`src/bpd_pkg.sv`:
```
// shared types, operation codes and status codes of the bounded position deque
package bpd_pkg;

	localparam int CAPACITY_DEFAULT = 256;

	localparam int OP_W     = 3;
	localparam int COORD_W  = 16;
	localparam int SYM_W    = 8;
	localparam int INDEX_W  = 8;
	localparam int SIZE_W   = 9;
	localparam int STATUS_W = 2;

	typedef logic [OP_W-1:0]           op_t;
	typedef logic signed [COORD_W-1:0] coord_t;
	typedef logic [SYM_W-1:0]          sym_t;
	typedef logic [INDEX_W-1:0]        index_t;
	typedef logic [SIZE_W-1:0]         size_t;
	typedef logic [STATUS_W-1:0]       status_t;

	localparam op_t OP_INS_HEAD = 3'd0;
	localparam op_t OP_INS_TAIL = 3'd1;
	localparam op_t OP_REM_HEAD = 3'd2;
	localparam op_t OP_REM_TAIL = 3'd3;
	localparam op_t OP_RD_HEAD  = 3'd4;
	localparam op_t OP_RD_TAIL  = 3'd5;
	localparam op_t OP_RD_INDEX = 3'd6;

	localparam status_t ST_OK    = 2'd0;
	localparam status_t ST_FULL  = 2'd1;
	localparam status_t ST_EMPTY = 2'd2;

	// one stored record, 40 bits
	typedef struct packed {
		coord_t x;
		coord_t y;
		sym_t   symbol;
	} rec_t;

	localparam int REC_W = $bits(rec_t);

	// what the output stage needs to know about an issued beat
	typedef struct packed {
		logic    is_read;
		status_t status;
		size_t   size;
	} beat_info_t;

endpackage

```
`src/bpd_ctrl.sv`:
```
// head pointer and count, operation decode and ring address generation
module bpd_ctrl #(
	parameter int CAPACITY = bpd_pkg::CAPACITY_DEFAULT,
	parameter int PW       = (CAPACITY > 1) ? $clog2(CAPACITY) : 1
) (
	input  logic                clk,
	input  logic                arst_n,
	input  logic                accept,
	input  bpd_pkg::op_t        operation,
	input  bpd_pkg::rec_t       rec,
	input  bpd_pkg::index_t     read_index,
	output logic                mem_we,
	output logic                mem_re,
	output logic [PW-1:0]       mem_addr,
	output bpd_pkg::rec_t       mem_wdata,
	output bpd_pkg::beat_info_t info
);
	import bpd_pkg::*;

	localparam int CW = $clog2(CAPACITY + 1);
	localparam int SW = ((PW > INDEX_W) ? PW : INDEX_W) + 1;

	logic [PW-1:0] head_q, head_n, head_dec, slot;
	logic [CW-1:0] count_q, count_n;
	logic [SW-1:0] offset, slot_sum;
	logic          full, empty, idx_valid, do_we, do_re;
	status_t       status;

	assign full      = (count_q == CW'(CAPACITY));
	assign empty     = (count_q == '0);
	assign idx_valid = (SW'(read_index) < SW'(count_q));
	assign head_dec  = (head_q == '0) ? PW'(CAPACITY - 1) : head_q - PW'(1);

	// offset from head, shared ring adder with one wrap correction
	always_comb begin
		case (operation)
			OP_INS_TAIL: offset = SW'(count_q);
			OP_REM_HEAD: offset = SW'(1);
			OP_RD_TAIL:  offset = SW'(count_q - CW'(1));
			OP_RD_INDEX: offset = SW'(read_index);
			default:     offset = '0;
		endcase
	end

	assign slot_sum = SW'(head_q) + offset;
	assign slot = (slot_sum >= SW'(CAPACITY)) ? PW'(slot_sum - SW'(CAPACITY)) : PW'(slot_sum);

	always_comb begin
		head_n   = head_q;
		count_n  = count_q;
		do_we    = 1'b0;
		do_re    = 1'b0;
		mem_addr = slot;
		status   = ST_OK;
		unique case (operation) inside
			OP_INS_HEAD: begin
				mem_addr = head_dec;
				if (full) begin
					status = ST_FULL;
				end else begin
					do_we   = 1'b1;
					head_n  = head_dec;
					count_n = count_q + CW'(1);
				end
			end
			OP_INS_TAIL: begin
				if (full) begin
					status = ST_FULL;
				end else begin
					do_we   = 1'b1;
					count_n = count_q + CW'(1);
				end
			end
			OP_REM_HEAD: begin
				if (empty) begin
					status = ST_EMPTY;
				end else begin
					head_n  = slot;
					count_n = count_q - CW'(1);
				end
			end
			OP_REM_TAIL: begin
				if (empty) begin
					status = ST_EMPTY;
				end else begin
					count_n = count_q - CW'(1);
				end
			end
			OP_RD_HEAD, OP_RD_TAIL: begin
				if (empty) begin
					status = ST_EMPTY;
				end else begin
					do_re = 1'b1;
				end
			end
			OP_RD_INDEX: begin
				if (!idx_valid) begin
					status = ST_EMPTY;
				end else begin
					do_re = 1'b1;
				end
			end
			default: begin
				status = ST_EMPTY;
			end
		endcase
	end

	always_ff @(posedge clk or negedge arst_n) begin
		if (!arst_n) begin
			head_q  <= '0;
			count_q <= '0;
		end else if (accept) begin
			head_q  <= head_n;
			count_q <= count_n;
		end
	end

	assign mem_we       = accept && do_we;
	assign mem_re       = accept && do_re;
	assign mem_wdata    = rec;
	assign info.is_read = do_re;
	assign info.status  = status;
	assign info.size    = SIZE_W'(count_n);

	a_count_bound: assert property (@(posedge clk) disable iff (!arst_n)
		count_q <= CW'(CAPACITY))
		else $error("entry count above capacity");

	a_head_bound: assert property (@(posedge clk) disable iff (!arst_n)
		SW'(head_q) < SW'(CAPACITY))
		else $error("head pointer outside ring");

	a_state_hold: assert property (@(posedge clk) disable iff (!arst_n)
		!accept |=> $stable(count_q) && $stable(head_q))
		else $error("pointer state changed without a beat");

endmodule

```
`config.mk`:
```
export PLATFORM = sky130hd
export DESIGN_NAME = bpd_ctrl
export DESIGN_NICKNAME = d
export VERILOG_FILES = /design/src/bpd_pkg.sv /design/src/bpd_ctrl.sv
export SDC_FILE = /design/constraint.sdc
export NUM_CORES = 1
export LEC_CHECK = 0
export BUFFER_PORTS_ARGS = -buffer_cell sky130_fd_sc_hd__buf_4
export CAP_MARGIN = 20
export CORE_MARGIN = 1
export CORE_UTILIZATION = 47
export CTS_BUF_LIST = sky130_fd_sc_hd__clkbuf_8 sky130_fd_sc_hd__clkbuf_16
export DETAILED_ROUTE_END_ITERATION = 12
export HOLD_SLACK_MARGIN = 0.02
export PLACE_DENSITY = 0.78
export SETUP_SLACK_MARGIN = 0.15
export SYNTH_ARGS = -nofsm -noshare
export SYNTH_HDL_FRONTEND = slang
export SYNTH_SLANG_ARGS = --single-unit
```
`constraint.sdc`:
```
create_clock -name clk -period 7.6 [get_ports clk]
set_clock_uncertainty 0.15 [all_clocks]
set_input_delay 1.52 -clock clk [delete_from_list [all_inputs] [get_ports clk]]
set_output_delay 1.52 -clock clk [all_outputs]
set_load 0.005 [all_outputs]
```
* Word-level counts from Yosys, hierarchy flattened
Index checks and enable logic that the tools add are counted.
Storage, ports and cells: input bits 54, register bits after elaboration 17, logic and storage cells 48, output and inout bits 62
Cells by class: reductions and logical operators 11, add/subtract/negate cells 5, multiplexer cells 19, $lt $le $gt $ge 2, eq/ne operators 9
Operator list (count):
- 2-to-1 mux 8 bit | 5
- one-hot mux 9 bit (4 select lines) | 1
- 2-to-1 mux 9 bit | 2
- one-hot mux 9 bit (2 select lines) | 1
- one-hot mux 8 bit (2 select lines) | 1
- subtractor 8 x 1 -> 8 bit, second input constant | 2
- adder 8 x 9 -> 9 bit | 1
- adder 9 x 1 -> 9 bit, second input constant | 1
- equality test 3 bit, second input constant | 3
- equality test 9 bit, second input constant | 1
- greater-or-equal comparator 9 bit, second input constant | 1
- logical NOT 9 bit | 1
- less-than comparator 8 x 9 -> 1 bit | 1
- subtractor 9 x 1 -> 9 bit, second input constant | 1
- logical NOT 8 bit | 1
- equality test 3 x 2 -> 1 bit, second input constant | 2
- one-hot mux 2 bit (3 select lines) | 1
- OR reduction 2 bit | 3
- 2-to-1 mux 1 bit | 5
- 2-to-1 mux 2 bit | 2
- inequality test 2 bit, second input constant | 2
- AND reduction 4 bit | 1
- OR reduction 4 bit | 1
- equality test 3 x 1 -> 1 bit, second input constant | 1
- other kinds (4) | 5

* Longest topological paths before layout
depth after elaboration 7, mapped depth 17, gate-level depth less buffers 15

* Least setup slack after synthesis
Ideal clock, no wire load.
kind input to output, from input port operation[1], to output port mem_addr[7], setup slack 1.542 ns, stages on the path 17, buffers on the path 2, arrival 4.388 ns, data required time 5.930 ns, path through inv_1 ha_1 clkdlybuf4s50_2 clkbuf_1 inv_1 o21ai_0 nand2_1 o31ai_1 nand2_1 inv_1 ha_1 a211oi_1 o21ai_0 a31oi_1 xor2_1 or3_1 nand3_1
Between the ends: longest elaborated chain between the ends 6
Ends and longest elaborated chain:
- start: declaration | RTL line bpd_ctrl.sv:9 | input bpd_pkg::op_t operation,
- equality test 3 bit (tied with other cells) | RTL line bpd_ctrl.sv:36 | case (operation)
- one-hot mux 9 bit (4 select lines) | RTL line bpd_ctrl.sv:36
- adder 8 x 9 -> 9 bit | RTL line bpd_ctrl.sv:45 | assign slot_sum = SW'(head_q) + offset;
- subtractor 8 x 1 -> 8 bit / greater-or-equal comparator 9 bit (equally long branches) | RTL line bpd_ctrl.sv:46 | assign slot = (slot_sum >= SW'(CAPACITY)) ? PW'(slot_sum - SW'(CAPACITY)) : PW'(slot_sum);
- 2-to-1 mux 8 bit | RTL line bpd_ctrl.sv:46
- 2-to-1 mux 8 bit (*) | RTL line bpd_ctrl.sv:55 | unique case (operation) inside
- end: declaration | RTL line bpd_ctrl.sv:14 | output logic [PW-1:0] mem_addr,
Mark *: on every way between the ends. The rest lies on a longest branch, timed or not.

* Worst setup path after layout
from input port operation[1], to output port mem_addr[6]
Same word-level chain as after synthesis.

==> results by group <==
Status
  – Status: finished, final reports clean

Timing
  – Min cycle time layout: 6.19 ns
  – Peak Freq: 162 MHz
  – Unrepaired setup endpoints after global routing: no
  – Crit share post-route: 0.815
  – Final Hold Violating Endpoints: 0
  – Final setup fails: 0
  – Worst rel slew slack: 0.425
  – Slew at the pin with the worst max-slew slack: 0.861 ns
  – Final setup TNS: 0 ns
  – Pins Over Slew Limit: 0

Clocking
  – Worst skew pair latency: 0.27 ns
  – Clk sinks: 17
  – CTS max path bufs: 2
  – Setup Buffers After CTS: 0
  – CTS Hold Bufs: 0
  – Clk root buf: clkbuf_8
  – CTS tree: yes
  – Max H-tree Level: 1
  – Worst-path clk slew: 0.08 ns
  – Clock buffer count from CTS: 3
  – Post-CTS sizing: 0

Place
  – Cells after DPL: 442
  – Routability cong.: 0.928
  – HPWL after DPL: 5.91 mm
  – PortBufs: 35

Worst setup path
  – Critical-path cell list: buf_4 -> inv_1 -> ha_1 -> inv_1 -> o21ai_0 -> nand2_1 -> o31ai_1 -> nand2_1 -> fa_1 -> nor2b_1 -> o21ai_0 -> a21boi_0 -> o21a_1 -> nor4_1 -> a211oi_1 -> buf_4
  – Worst r2r src: count_q[0]
  – Crit path largest cell delay: 0.49 ns
  – Element type at the critical path start: primary input
  – CP delay by family, top: compound AO/OA/AOI/OAI gates
  – Critical path capture point type: output port
  – Worst reg2reg path depth: 14
  – CP max FO: 15
  – Required @ worst endpoint: 5.93 ns
  – Setup CP Type: primary input to output port
  – Critical R2R Capture: head_q[7]
  – R2R setup slack: 3.71 ns
  – Worst path arrival time: 4.52 ns
  – Critical-path top delay cell: ha_1
  – WP buf/inv: 4

Global routing
  – First-pass GRT wire length: 12.9 mm
  – Initial antenna violation count: 0
  – Number of global-route vias before repair: 2680
  – Gr ovfl total: 0
  – Largest net degree at the start of global routing: 28
  – GRT Total Usage: 0.255

Power and ir drop
  – Power Density: 302 mW/mm2
  – Lkg Pwr: 0.00121 uW
  – Worst IR Drop VDD: 0.170 mV
  – Total power draw: 863 uW

Drt
  – DRC errors left: 0
  – Violation count after the first detailed-route iteration: 160
  – Routed len/inst: 17.5 um
  – Via density: 6.47
  – Remaining antenna violation count: 0
  – Vias post-DR: 2887
  – Pre-antenna DRT Iters: 5
  – Final WL: 7.82 mm

Final layout
  – Final non-filler cell total: 446
  – Nets: 449
  – Layout cell share with drive strength beyond 1: 0.135
  – Layout area overhead: -1.08%
  – Commonest non-fill, non-tap cells in the layout: 35 x buf_4, 34 x nand2_1, 30 x o21ai_0, 30 x a21oi_1, 26 x nor2_1
  – Inserted Diodes: 0
  – FILL cells: 589
  – Most common cell after layout, fill and taps aside: buf_4
  – Final Util: 0.483

Floorplan
  – # rows: 28
  – Die Ht: 80.4 um
  – Starting Density: 0.488
  – DIE AREA: 0.00647 mm2
  – Ports: 116
  – Die W: 80.4 um
  – Core box area: 0.00592 mm2

Synth
  – Ys async rst share: 1.00
  – Top post-synthesis cells by area: dfrtp_1 15%, buf_4 11%, ha_1 9.5%
  – Post-Synthesis Cells: 394
  – Post-synth top area share: 0.147
  – Yosys warnings: 0
  – Sequential fraction of the synthesis area: 0.147
  – Post-synth cell types: 61
  – Register bit total from synthesis: 17
  – Post-synth EDFFs: 0
  – Post-Syn Nets: 471
  – Syn avg cell area: 7.34 um2
  – Synthesized area: 0.00289 mm2
  – Dominant cell type by area after synthesis: dfrtp_1
  – Top_reg_cell synth: dfrtp_1

Min path
  – Hold Path Stages: 2
  – Hold Path End: head_q[5]
  – Hold Path Class: flop to flop
  – Hold Crit Start: head_q[5]

Job
  – Max Cap Violations: 0
## cell type report
cell class	instances	area, um2	share of cell area
repair buffers	35	263	0.0919
well taps	75	93.8	0.0328
clock inverters	1	5.00	0.00175
flip-flops and latches	17	425	0.149
clock buffers	3	41.3	0.0144
inverters	20	75.1	0.0262
multi-input cells	295	1960	0.684
## metrics by stage
| stage | setup slack, ns | hold WS [ns] | instance area [um2] |
|---|---|---|---|
| final | 1.41 | 0.483 | 2860 |
| after global routing | 1.07 | 0.510 | 2860 |
| after CTS | 1.44 | 0.479 | 2860 |
| after detailed placement | 1.44 | 0.453 | 2810 |
| after global placement | 1.61 | 0.456 | 2810 |
| after floorplan | 1.54 | 0.407 | 2890 |
## sequential cells by signal (all words and copies together) (netlist names)
name,count
head_q,8
count_q,9
## worst reg2reg max path, delay by kind of cell, from the launching register on
family	cells	cell delay, ns
AO/OA/AOI/OAI	6	1.20
XOR/XNOR	1	0.28
adder cells (fa/ha/maj)	2	0.65
buffers and inverters	1	0.23
flip-flops	1	0.61
AND/OR/NAND/NOR	4	0.67
## where the power goes
part	switching [uW]	leakage, uW	internal, uW
clock	38.1	0.0000255	36.6
sequential	92.9	0.000204	128
combinational	303	0.000982	265
## cells in the mapped netlist (5+ instances only)
master,number
a211oi_1,5
a21o_1,6
a21oi_1,30
a31oi_1,7
buf_4,42
clkbuf_1,12
dfrtp_1,17
ha_1,22
inv_1,20
nand2_1,34
nand2b_1,8
nand3_1,12
nor2_1,26
nor2b_1,9
nor3_1,10
nor4_1,6
o21ai_0,30
or3_1,5
xnor2_1,11
## how the worst max path moves through the flow
stage	slack, ns	start	depth (start not counted)	endpoint
after floorplan	1.54	operation[1]	17	mem_addr[7]
after global placement	1.61	operation[1]	16	mem_addr[6]
after detailed placement	1.44	operation[1]	16	mem_addr[6]
after CTS	1.44	operation[1]	16	mem_addr[6]
after global routing	1.07	operation[1]	16	mem_addr[6]
final	1.41	operation[1]	16	mem_addr[6]
## per-layer routing
metal / share of wire / track usage / wire (um)
met2: 0.49 / 0.432 / 3830
met4: 0.031 / 0.102 / 240
met1: 0.41 / 0.323 / 3180
met3: 0.072 / 0.0341 / 564
met5: 0 / 0 / 0
## logic make-up (layout without fill, tap and decap cells)
| group | Yosys count | in the layout | share of synthesized area |
|---|---|---|---|
| flops | 17 | 17 | 0.147 |
| simple gates | 125 | 125 | 0.221 |
| fa+ha+maj | 23 | 23 | 0.102 |
| buf+inv | 82 | 59 | 0.176 |
| xor+xnor | 14 | 14 | 0.0424 |
| mux | 2 | 2 | 0.00692 |
| compound gates | 131 | 131 | 0.304 |
(Power assumes the default switching activity.)
